**config.mk**
```make
export PLATFORM = sky130hd
export DESIGN_NAME = min_hamming_distance_tracker_unit
export DESIGN_NICKNAME = d
export VERILOG_FILES = /design/src/rtl/core/mhdt_pkg.sv /design/src/rtl/core/mhdt_front.sv /design/src/rtl/core/mhdt_queue.sv /design/src/rtl/core/mhdt_back.sv /design/src/rtl/core/min_hamming_distance_tracker_unit.sv
export SDC_FILE = /design/constraint.sdc
export NUM_CORES = 2
export LEC_CHECK = 0
export BUFFER_PORTS_ARGS = -buffer_cell sky130_fd_sc_hd__buf_2
export CAP_MARGIN = 10
export CORE_AREA = 5 5 631 633
export DETAILED_ROUTE_END_ITERATION = 8
export DIE_AREA = 0 0 636 638
export PLACE_DENSITY = 0.64
export SLEW_MARGIN = 25
export SYNTH_ARGS = -nofsm -noshare
export SYNTH_HDL_FRONTEND = slang
export SYNTH_HIERARCHICAL = 1
export SYNTH_MEMORY_MAX_BITS = 65536
export SYNTH_SLANG_ARGS = --single-unit
```
**constraint.sdc**
```tcl
create_clock -name clk -period 11.7 [get_ports clk]
set_input_delay 0.585 -clock clk [delete_from_list [all_inputs] [get_ports clk]]
set_output_delay 0.585 -clock clk [all_outputs]
set_load 0.05 [all_outputs]
```
**src/rtl/core/mhdt_pkg.sv**
```systemverilog
// Shared types and constants of the minimum Hamming distance tracker.
// Used by the front end, the command queue, the back end and the top level.
// No dependencies.
`default_nettype none

package mhdt_pkg;

    // Field widths of the request and result items.
    localparam int VALUE_W  = 64;
    localparam int ENTRY_W  = 6;
    localparam int DIST_W   = 6;
    localparam int CMD_W    = 2;
    localparam int ACTIVE_W = 7;
    localparam int THR_W    = 6;

    // Stream payload widths, padded to whole bytes.
    localparam int S_TDATA_W = 72;
    localparam int M_TDATA_W = 16;

    // The upper bit of each two-bit symbol.
    localparam logic [VALUE_W-1:0] MATCH_BITS = 64'hAAAA_AAAA_AAAA_AAAA;

    // Register indexes, selected by paddr[2].
    localparam logic REG_ACTIVE = 1'b0;
    localparam logic REG_THRESH = 1'b1;

    // Register reset values.
    localparam logic [ACTIVE_W-1:0] ACTIVE_RESET = 7'd64;
    localparam logic [THR_W-1:0]    THRESH_RESET = 6'd9;

    typedef enum logic [CMD_W-1:0] {
        CMD_LOAD    = 2'd0,
        CMD_SCAN    = 2'd1,
        CMD_READ    = 2'd2,
        CMD_SUMMARY = 2'd3
    } cmd_t;

    // One classified request as it waits in the queue.
    typedef struct packed {
        cmd_t                 cmd;
        logic [VALUE_W-1:0]   value;
        logic [ENTRY_W-1:0]   entry;
        logic                 entry_ok;
    } cmd_item_t;

    typedef struct packed {
        logic [ACTIVE_W-1:0] active_entries;
        logic [THR_W-1:0]    far_threshold;
    } cfg_t;

    typedef struct packed {
        logic [DIST_W-1:0]  distance;
        logic [ENTRY_W-1:0] best_entry;
        logic               far_enough;
    } result_t;

    typedef struct packed {
        logic full;
        logic empty;
    } queue_status_t;

endpackage

`default_nettype wire

```
**src/rtl/core/mhdt_front.sv**
```systemverilog
// Front end: accepts requests from the input stream and classifies them.
// Depends on mhdt_pkg; feeds mhdt_queue.
`default_nettype none

module mhdt_front
    import mhdt_pkg::*;
#(
    parameter int ENTRIES = 64
)
(
    input  wire logic                 s_axis_tvalid,
    output logic                      s_axis_tready,
    input  wire logic [S_TDATA_W-1:0] s_axis_tdata,
    input  wire logic [CMD_W-1:0]     s_axis_tuser,
    input  wire logic                 clearing,
    input  wire queue_status_t        q_status,
    output logic                      push,
    output cmd_item_t                 item
);

    localparam logic [31:0] ENTRIES_U = 32'(ENTRIES);

    // No request is taken while the distance store is being cleared.
    assign s_axis_tready = !clearing && !q_status.full;
    assign push          = s_axis_tvalid && s_axis_tready;

    // Split the payload and flag entry indexes that lie outside the table.
    always_comb
    begin
        item.cmd      = cmd_t'(s_axis_tuser);
        item.value    = s_axis_tdata[VALUE_W-1:0];
        item.entry    = s_axis_tdata[VALUE_W+ENTRY_W-1:VALUE_W];
        item.entry_ok = (32'(s_axis_tdata[VALUE_W+ENTRY_W-1:VALUE_W]) < ENTRIES_U);
    end

endmodule

`default_nettype wire

```
**src/rtl/core/mhdt_queue.sv**
```systemverilog
// Short request queue between the front end and the back end.
// Depends on mhdt_pkg.
`default_nettype none

module mhdt_queue
    import mhdt_pkg::*;
(
    input  wire logic      clk,
    input  wire logic      rst_n,
    input  wire logic      push,
    input  wire cmd_item_t item_in,
    input  wire logic      pop,
    output cmd_item_t      head,
    output queue_status_t  status
);

    localparam int DEPTH = 4;
    localparam int PTR_W = $clog2(DEPTH);
    localparam int CNT_W = $clog2(DEPTH + 1);

    cmd_item_t        slot_reg [DEPTH];
    logic [PTR_W-1:0] wr_ptr_reg, wr_ptr_next;
    logic [PTR_W-1:0] rd_ptr_reg, rd_ptr_next;
    logic [CNT_W-1:0] count_reg, count_next;

    // Pointer and fill count updates.
    always_comb
    begin
        wr_ptr_next = push ? wr_ptr_reg + 1'b1 : wr_ptr_reg;
        rd_ptr_next = pop  ? rd_ptr_reg + 1'b1 : rd_ptr_reg;
        case ({push, pop})
            2'b10:   count_next = count_reg + 1'b1;
            2'b01:   count_next = count_reg - 1'b1;
            default: count_next = count_reg;
        endcase
    end

    always_ff @(posedge clk or negedge rst_n)
    begin
        if (!rst_n)
        begin
            wr_ptr_reg <= '0;
            rd_ptr_reg <= '0;
            count_reg  <= '0;
        end
        else
        begin
            wr_ptr_reg <= wr_ptr_next;
            rd_ptr_reg <= rd_ptr_next;
            count_reg  <= count_next;
        end
    end

    // Slot storage needs no reset.
    always_ff @(posedge clk)
    begin
        if (push)
        begin
            slot_reg[wr_ptr_reg] <= item_in;
        end
    end

    assign head         = slot_reg[rd_ptr_reg];
    assign status.full  = (count_reg == CNT_W'(DEPTH));
    assign status.empty = (count_reg == '0);

endmodule

`default_nettype wire

```
**src/rtl/core/mhdt_back.sv**
```systemverilog
// Back end: template and distance memories and the sequencer that runs
// load, scan, read and summary requests. Depends on mhdt_pkg.
`default_nettype none

module mhdt_back
    import mhdt_pkg::*;
#(
    parameter int ENTRIES = 64,
    parameter int SYMBOLS = 32
)
(
    input  wire logic          clk,
    input  wire logic          rst_n,
    input  wire cfg_t          cfg,
    input  wire queue_status_t q_status,
    input  wire cmd_item_t     head,
    output logic               pop,
    output logic               clearing,
    output logic               m_valid,
    input  wire logic          m_ready,
    output result_t            m_result
);

    localparam int IDX_W = (ENTRIES > 1) ? $clog2(ENTRIES) : 1;
    localparam int CNT_W = $clog2(ENTRIES + 1);
    localparam int NW    = (CNT_W > ACTIVE_W) ? CNT_W : ACTIVE_W;

    localparam logic [DIST_W-1:0]  INIT_DIST = DIST_W'(SYMBOLS + 1);
    localparam logic [DIST_W-1:0]  SYM_DIST  = DIST_W'(SYMBOLS);
    localparam logic [CNT_W-1:0]   LAST_IDX  = CNT_W'(ENTRIES - 1);
    localparam logic [VALUE_W-1:0] SYM_MASK  =
        (SYMBOLS >= 32) ? {VALUE_W{1'b1}} : ((64'd1 << (2 * SYMBOLS)) - 64'd1);

    typedef enum logic [2:0] {
        ST_CLEAR,
        ST_IDLE,
        ST_SCAN,
        ST_SUM,
        ST_READ
    } state_t;

    // Number of mismatching symbols between a gram and a template.
    function automatic logic [DIST_W-1:0] sym_distance(
        input logic [VALUE_W-1:0] gram,
        input logic [VALUE_W-1:0] tmpl
    );
        logic [VALUE_W-1:0] same;
        logic [DIST_W-1:0]  hits;
        same = ~(gram ^ tmpl);
        same = same & (same << 1) & MATCH_BITS & SYM_MASK;
        hits = '0;
        for (int k = 0; k < 32; k++)
        begin
            hits = hits + DIST_W'(same[2 * k + 1]);
        end
        return SYM_DIST - hits;
    endfunction

    // Memories.
    logic [VALUE_W-1:0] tmpl_mem_reg [ENTRIES];
    logic [DIST_W-1:0]  min_mem_reg  [ENTRIES];
    logic [VALUE_W-1:0] tmpl_rd_reg;
    logic [DIST_W-1:0]  min_rd_reg;

    logic               tmpl_we;
    logic               min_we;
    logic [IDX_W-1:0]   wr_addr;
    logic [IDX_W-1:0]   rd_addr;
    logic [DIST_W-1:0]  min_wr_data;

    // Sequencer registers.
    state_t             state_reg, state_next;
    logic [CNT_W-1:0]   issue_cnt_reg, issue_cnt_next;
    logic               pipe_v_reg, pipe_v_next;
    logic [IDX_W-1:0]   pipe_addr_reg, pipe_addr_next;
    logic [VALUE_W-1:0] gram_reg, gram_next;
    logic               rd_ok_reg, rd_ok_next;
    logic [ENTRY_W-1:0] rd_entry_reg, rd_entry_next;
    logic [DIST_W-1:0]  best_val_reg, best_val_next;
    logic [IDX_W-1:0]   best_idx_reg, best_idx_next;
    logic               res_valid_reg, res_valid_next;
    result_t            res_reg, res_next;

    logic [NW-1:0]      act_wide;
    logic [NW-1:0]      act_n;
    logic [CNT_W-1:0]   n_count;
    logic [DIST_W-1:0]  scan_dist;
    logic               needs_out;
    logic               out_free;

    // Clamp the active entry count to the table size, at least one.
    always_comb
    begin
        act_wide = NW'(cfg.active_entries);
        if (act_wide == '0)
        begin
            act_n = NW'(1);
        end
        else if (act_wide > NW'(ENTRIES))
        begin
            act_n = NW'(ENTRIES);
        end
        else
        begin
            act_n = act_wide;
        end
        n_count = CNT_W'(act_n);
    end

    assign scan_dist = sym_distance(gram_reg, tmpl_rd_reg);
    assign needs_out = (head.cmd == CMD_READ) || (head.cmd == CMD_SUMMARY);
    assign out_free  = !res_valid_reg || m_ready;

    // Sequencer next state, memory port control and result forming.
    always_comb
    begin
        state_next     = state_reg;
        issue_cnt_next = issue_cnt_reg;
        pipe_v_next    = 1'b0;
        pipe_addr_next = pipe_addr_reg;
        gram_next      = gram_reg;
        rd_ok_next     = rd_ok_reg;
        rd_entry_next  = rd_entry_reg;
        best_val_next  = best_val_reg;
        best_idx_next  = best_idx_reg;
        res_valid_next = res_valid_reg;
        res_next       = res_reg;
        pop            = 1'b0;
        tmpl_we        = 1'b0;
        min_we         = 1'b0;
        wr_addr        = issue_cnt_reg[IDX_W-1:0];
        rd_addr        = issue_cnt_reg[IDX_W-1:0];
        min_wr_data    = INIT_DIST;

        // The taken result frees the output register.
        if (res_valid_reg && m_ready)
        begin
            res_valid_next = 1'b0;
        end

        case (state_reg)
            ST_CLEAR:
            begin
                // One entry of the distance store per cycle after reset.
                min_we         = 1'b1;
                issue_cnt_next = issue_cnt_reg + 1'b1;
                if (issue_cnt_reg == LAST_IDX)
                begin
                    issue_cnt_next = '0;
                    state_next     = ST_IDLE;
                end
            end

            ST_IDLE:
            begin
                if (!q_status.empty && (!needs_out || out_free))
                begin
                    pop = 1'b1;
                    case (head.cmd)
                        CMD_LOAD:
                        begin
                            if (head.entry_ok)
                            begin
                                tmpl_we = 1'b1;
                                min_we  = 1'b1;
                                wr_addr = IDX_W'(head.entry);
                            end
                        end
                        CMD_SCAN:
                        begin
                            gram_next      = head.value;
                            issue_cnt_next = '0;
                            state_next     = ST_SCAN;
                        end
                        CMD_READ:
                        begin
                            rd_addr       = IDX_W'(head.entry);
                            rd_ok_next    = head.entry_ok;
                            rd_entry_next = head.entry;
                            state_next    = ST_READ;
                        end
                        CMD_SUMMARY:
                        begin
                            issue_cnt_next = '0;
                            best_val_next  = '0;
                            best_idx_next  = '0;
                            state_next     = ST_SUM;
                        end
                        default:
                        begin
                            state_next = ST_IDLE;
                        end
                    endcase
                end
            end

            ST_SCAN:
            begin
                // Issue one read per cycle; lower the minimum in the cycle after its read.
                if (issue_cnt_reg != n_count)
                begin
                    pipe_v_next    = 1'b1;
                    pipe_addr_next = issue_cnt_reg[IDX_W-1:0];
                    issue_cnt_next = issue_cnt_reg + 1'b1;
                end
                else if (!pipe_v_reg)
                begin
                    state_next = ST_IDLE;
                end
                if (pipe_v_reg && (scan_dist < min_rd_reg))
                begin
                    min_we      = 1'b1;
                    wr_addr     = pipe_addr_reg;
                    min_wr_data = scan_dist;
                end
            end

            ST_SUM:
            begin
                // Walk the active entries keeping the first largest minimum.
                if (issue_cnt_reg != n_count)
                begin
                    pipe_v_next    = 1'b1;
                    pipe_addr_next = issue_cnt_reg[IDX_W-1:0];
                    issue_cnt_next = issue_cnt_reg + 1'b1;
                end
                else if (!pipe_v_reg)
                begin
                    res_valid_next      = 1'b1;
                    res_next.distance   = best_val_reg;
                    res_next.best_entry = ENTRY_W'(best_idx_reg);
                    res_next.far_enough = (best_val_reg >= cfg.far_threshold);
                    state_next          = ST_IDLE;
                end
                if (pipe_v_reg && ((pipe_addr_reg == '0) || (min_rd_reg > best_val_reg)))
                begin
                    best_val_next = min_rd_reg;
                    best_idx_next = pipe_addr_reg;
                end
            end

            ST_READ:
            begin
                res_valid_next      = 1'b1;
                res_next.distance   = rd_ok_reg ? min_rd_reg : '0;
                res_next.best_entry = rd_entry_reg;
                res_next.far_enough = rd_ok_reg && (min_rd_reg >= cfg.far_threshold);
                state_next          = ST_IDLE;
            end

            default:
            begin
                state_next = ST_IDLE;
            end
        endcase
    end

    // State and registered outputs.
    always_ff @(posedge clk or negedge rst_n)
    begin
        if (!rst_n)
        begin
            state_reg     <= ST_CLEAR;
            issue_cnt_reg <= '0;
            pipe_v_reg    <= 1'b0;
            pipe_addr_reg <= '0;
            gram_reg      <= '0;
            rd_ok_reg     <= 1'b0;
            rd_entry_reg  <= '0;
            best_val_reg  <= '0;
            best_idx_reg  <= '0;
            res_valid_reg <= 1'b0;
            res_reg       <= '0;
        end
        else
        begin
            state_reg     <= state_next;
            issue_cnt_reg <= issue_cnt_next;
            pipe_v_reg    <= pipe_v_next;
            pipe_addr_reg <= pipe_addr_next;
            gram_reg      <= gram_next;
            rd_ok_reg     <= rd_ok_next;
            rd_entry_reg  <= rd_entry_next;
            best_val_reg  <= best_val_next;
            best_idx_reg  <= best_idx_next;
            res_valid_reg <= res_valid_next;
            res_reg       <= res_next;
        end
    end

    // Memories with one write port and one registered read port each.
    always_ff @(posedge clk)
    begin
        if (tmpl_we)
        begin
            tmpl_mem_reg[wr_addr] <= head.value;
        end
        if (min_we)
        begin
            min_mem_reg[wr_addr] <= min_wr_data;
        end
        tmpl_rd_reg <= tmpl_mem_reg[rd_addr];
        min_rd_reg  <= min_mem_reg[rd_addr];
    end

    assign clearing = (state_reg == ST_CLEAR);
    assign m_valid  = res_valid_reg;
    assign m_result = res_reg;

endmodule

`default_nettype wire

```
**src/rtl/core/min_hamming_distance_tracker_unit.sv**
```systemverilog
// Top level of the minimum Hamming distance tracker: register port, front end,
// request queue and back end. Depends on mhdt_pkg, mhdt_front, mhdt_queue
// and mhdt_back.
`default_nettype none

// The unit keeps ENTRIES template words of SYMBOLS two-bit symbols with a
// running minimum distance beside each. Requests arrive on the slave stream
// with the command in tuser; read and summary requests return one result on
// the master stream, load and scan return none. After reset the distance
// store is cleared to SYMBOLS+1 one entry per cycle, so no request is taken
// until the clearing pass is done. A scan or a summary walks the distance
// memory one entry per cycle for n entries, where n is the clamped active
// entry count, through its single registered read port. Requests queue up
// to four deep while the back end works.
module min_hamming_distance_tracker_unit
    import mhdt_pkg::*;
#(
    parameter int ENTRIES = 64,
    parameter int SYMBOLS = 32
)
(
    input  wire logic                 clk,
    input  wire logic                 rst_n,
    // Register port.
    input  wire logic                 psel,
    input  wire logic                 penable,
    input  wire logic                 pwrite,
    input  wire logic [2:0]           paddr,
    input  wire logic [31:0]          pwdata,
    output logic      [31:0]          prdata,
    output logic                      pready,
    // Request stream.
    input  wire logic                 s_axis_tvalid,
    output logic                      s_axis_tready,
    // tdata: value [63:0], entry [69:64], zero padding [71:70].
    input  wire logic [S_TDATA_W-1:0] s_axis_tdata,
    // tuser: command [1:0].
    input  wire logic [CMD_W-1:0]     s_axis_tuser,
    // Result stream.
    output logic                      m_axis_tvalid,
    input  wire logic                 m_axis_tready,
    // tdata: distance [5:0], best_entry [11:6], far_enough [12], zero padding [15:13].
    output logic      [M_TDATA_W-1:0] m_axis_tdata
);

    logic [ACTIVE_W-1:0] active_reg, active_next;
    logic [THR_W-1:0]    thresh_reg, thresh_next;
    logic                cfg_wr;
    cfg_t                cfg;

    logic                clearing;
    logic                q_push;
    logic                q_pop;
    cmd_item_t           q_in;
    cmd_item_t           q_head;
    queue_status_t       q_status;
    result_t             result;

    // Register writes complete in the access phase.
    assign pready = 1'b1;
    assign cfg_wr = psel && penable && pwrite && pready;

    always_comb
    begin
        active_next = active_reg;
        thresh_next = thresh_reg;
        if (cfg_wr)
        begin
            case (paddr[2])
                REG_ACTIVE: active_next = pwdata[ACTIVE_W-1:0];
                REG_THRESH: thresh_next = pwdata[THR_W-1:0];
                default:    active_next = active_reg;
            endcase
        end
    end

    always_ff @(posedge clk or negedge rst_n)
    begin
        if (!rst_n)
        begin
            active_reg <= ACTIVE_RESET;
            thresh_reg <= THRESH_RESET;
        end
        else
        begin
            active_reg <= active_next;
            thresh_reg <= thresh_next;
        end
    end

    // Register read back.
    always_comb
    begin
        case (paddr[2])
            REG_ACTIVE: prdata = {{(32 - ACTIVE_W){1'b0}}, active_reg};
            REG_THRESH: prdata = {{(32 - THR_W){1'b0}}, thresh_reg};
            default:    prdata = '0;
        endcase
    end

    assign cfg.active_entries = active_reg;
    assign cfg.far_threshold  = thresh_reg;

    mhdt_front #(
        .ENTRIES (ENTRIES)
    ) u_front (
        .s_axis_tvalid (s_axis_tvalid),
        .s_axis_tready (s_axis_tready),
        .s_axis_tdata  (s_axis_tdata),
        .s_axis_tuser  (s_axis_tuser),
        .clearing      (clearing),
        .q_status      (q_status),
        .push          (q_push),
        .item          (q_in)
    );

    mhdt_queue u_queue (
        .clk     (clk),
        .rst_n   (rst_n),
        .push    (q_push),
        .item_in (q_in),
        .pop     (q_pop),
        .head    (q_head),
        .status  (q_status)
    );

    mhdt_back #(
        .ENTRIES (ENTRIES),
        .SYMBOLS (SYMBOLS)
    ) u_back (
        .clk      (clk),
        .rst_n    (rst_n),
        .cfg      (cfg),
        .q_status (q_status),
        .head     (q_head),
        .pop      (q_pop),
        .clearing (clearing),
        .m_valid  (m_axis_tvalid),
        .m_ready  (m_axis_tready),
        .m_result (result)
    );

    // Pack the result fields from the lowest bit up.
    assign m_axis_tdata = {
        {(M_TDATA_W - DIST_W - ENTRY_W - 1){1'b0}},
        result.far_enough,
        result.best_entry,
        result.distance
    };

`ifndef SYNTH
    // No request may enter while the distance store is being cleared.
    a_no_accept_in_clear: assert property (
        @(posedge clk) disable iff (!rst_n)
        clearing |-> !s_axis_tready
    ) else $error("request accepted during the clearing pass");

    // The front end never pushes into a full queue.
    a_queue_no_overflow: assert property (
        @(posedge clk) disable iff (!rst_n)
        q_status.full |-> !q_push
    ) else $error("request queue overflow");

    // The back end only pops a queue that holds a request.
    a_queue_no_underflow: assert property (
        @(posedge clk) disable iff (!rst_n)
        q_pop |-> !q_status.empty
    ) else $error("request queue underflow");
`endif

endmodule

`default_nettype wire
```
==> results.md <==
- Slew HR: 19.7%
- Adder-cell share of the synthesized area: 0.681%
- Compound-cell area share of the yosys netlist: 5.78%
- Vias in the first global route: 112,000
- DP Wirelength: 367,000 um
- Setup TNS: 0 ps
- Commonest cells after routing, fill and taps aside: 4,772 x edfxtp_1, 2,257 x nand2_1, 644 x a21oi_1
- Number of synthesized flops with an enable pin: 4,772
- Post-synth ARST share: 2.69%
- Area grow syn2layout: 12.1%
- Clk root buf: clkbuf_16
- GRT Overall Usage: 29.8%
- Starting Density: 49.8%
- Most common cell after layout, fill and taps aside: edfxtp_1
- Setup Slack @ Placement: 1810 ps
- Worst EP arrival: 10,750 ps
- RSZ-0062 raised after global routing: false
- CP Launch Type: register
- Post-Syn Area: 195,000 um2
- Type of the most critical hold path: in2reg
- Die W: 636 um
- Post-cts resize count: 0
- FMAX: 98.9 MHz
- Initial antenna violation count: 65
- Area leader, netlist: edfxtp_1
- FP Rows: 230
- Max-Cap Viols: 0
- WP buf/inv: 5
- Total grt overflow: 0
- Final Skew: 85.4 ps
- Main combinational cell family by area after synthesis: simple AND/OR/NAND/NOR gates
- Die area: 406,000 um2
- Status: completed
- Proportion of layout cells with a drive suffix above 1: 14.1%
- Largest register FFs: 4,096
- Via density: 6.48
- Total Nets Final: 12,600
- Largest net degree at the start of global routing: 124
- Reg clk slew, reported paths: 60 ps
- Endpoint class of the critical path: register
- Slew Limit Fails: 0
- Total CTS buffers: 477
- Setup CP Type: reg2reg
- Clock Tree Buf Depth: 4
- Mux contribution to synthesized area: 7.30%
- Syn. warnings: 6
- Synth area leaders: edfxtp_1 74%, nand2_1 4.4%, mux4_2 4.0%
- Clk sink count: 4,976
- Crit path largest cell delay: 980 ps
- CP required: 12,340 ps
- Gpl congestion: 0.921
- Critical-path top delay cell: nor2_4
- CTS tree: yes
- Post-synthesis simple-gate area fraction: 7.39%
- PortBufs: 108
- Cell family with most CP delay: adder cells
- Sequential share of the synthesized area: 76.0%
- Post-layout minimum cycle time: 10,110 ps
- DRT iter0 DRCs: 18,500
- Crit-path max FO: 29
- Final antenna-violating net count: 0
- Skew-Pair Late Insertion Delay: 1060 ps
- First-pass GRT wire length: 862,000 um
- Fillers: 30,100
- Top_reg_cell synth: edfxtp_1
- Tcrit/Tclk final: 86.4%
- Worst Slack Setup Final: 1590 ps
- Yosys reg bits: 4,976
- DRC viols: 0
- Routed WL: 621,000 um
- Distinct cell type count after synthesis: 85
- Cells after synthesis: 12,200
- Syn_area_per_cell: 16.0 um2
- Worst-Margin Slew: 1170 ps
- DR vias: 117,000
- Wirelength per Cell: 34.4 um
- # setup viols final: 0
- Synth Area in XOR/XNOR: 0.351%
- Final hold vios: 0
- DRT Pass-1 Iters: 8
- Core Area: 391,000 um2
- Htree depth: 5
- Share of the synthesized area in the top cell type: 73.6%
- Most frequent CP cell: fa_1
- Die H: 638 um
- I/O pins: 167
stage by stage:
stage          std cells  area [um2]  hold slack (ps)  util, %
6_report           18000      218000             48.9     55.8
5_1_grt            18000      218000             37.2     55.8
4_1_cts            18000      218000             4.05     55.8
3_5_place_dp       17100      202000              464     51.7
3_3_place_gp       17000      202000              464     51.6
2_1_floorplan      12200      195000              289        -
tightest hold or removal path, cell delays in order:
cell and delay (ps):
buf_2 120, nand4b_4 150, mux2_2 160
Yosys cell counts, types with 26 or more instances:
| master | n |
|---|---|
| and3_1 | 129 |
| o2111ai_1 | 46 |
| buf_4 | 181 |
| a2111oi_0 | 82 |
| clkbuf_1 | 407 |
| mux2_2 | 138 |
| buf_1 | 75 |
| dfxtp_1 | 70 |
| o41ai_1 | 28 |
| a31oi_1 | 170 |
| ha_1 | 66 |
| a211oi_1 | 112 |
| edfxtp_1 | 4772 |
| xnor2_1 | 28 |
| mux4_2 | 344 |
| xor2_1 | 50 |
| o21ai_0 | 86 |
| inv_1 | 87 |
| a21oi_1 | 644 |
| nand2_1 | 2265 |
| nor2_1 | 198 |
| a32oi_1 | 56 |
| nor4_1 | 159 |
| mux2i_1 | 492 |
| nor3_1 | 75 |
| nand3_1 | 416 |
| nand4_1 | 61 |
| dfrtp_1 | 131 |
| buf_6 | 45 |
| buf_2 | 133 |
| o22ai_1 | 253 |
| a221oi_1 | 26 |
| o211ai_1 | 73 |
path summary, 6_finish.rpt:
check | from | to | slack (ps) | cells after the start
setup / recovery | u_back/gram_reg[19] | u_back/tmpl_mem_reg[41][36] | 1590 | 26
hold / removal | penable | active_reg[2] | 50 | 3
setup reg to reg | u_back/gram_reg[19] | u_back/tmpl_mem_reg[41][36] | 1590 | 26
hold reg to reg | u_back/rd_entry_reg[1] | u_back/rd_entry_reg[1] | 480 | 2
max in group asynchronous | rst_n | u_back/gram_reg[45] | 10420 | 4
min in group asynchronous | rst_n | u_queue/wr_ptr_reg[0] | 150 | 2
routing by layer:
| metal | part of all wire, % | track usage, % | vias to the layer above |
|---|---|---|---|
| met5 | 0.026 | 0 | - |
| met3 | 13 | 7.87 | 1447 |
| met2 | 45 | 45.3 | 8289 |
| met4 | 6.2 | 15.4 | 22 |
| li1 | - | - | 47400 |
| met1 | 36 | 40.0 | 59700 |
layout make-up:
class / instances / area, um2 / share of cell area [%]
clock buffers: 601 / 12700 / 5.80
inverters: 88 / 330 / 0.151
repair buffers: 563 / 5040 / 2.31
flip-flops and latches: 4976 / 148000 / 67.8
well taps: 5220 / 6530 / 2.99
clock inverters: 283 / 2540 / 1.16
multi-input cells: 6286 / 43100 / 19.8
diodes: 32 / 80.1 / 0.0367
timing repair:
item / CTS / global route
endpoints found under the setup margin: 0 / 0
hold buffers: 80 / 0
setup buffers: 0 / 0
endpoints found under the hold margin: 369 / 0
cell families after synthesis:
logic type,count (synthesis)
buffers and inverters,937
xor gates and xnor gates,78
DFF,4976
AOI/OAI and AO/OA,1743
adders and majority gates,91
other,3
muxes,974
and+or+nand+nor,3370
Power is left out: the tool's default activity adds up to more than one toggle a clock period on the data nets, which glitch-free logic cannot reach.
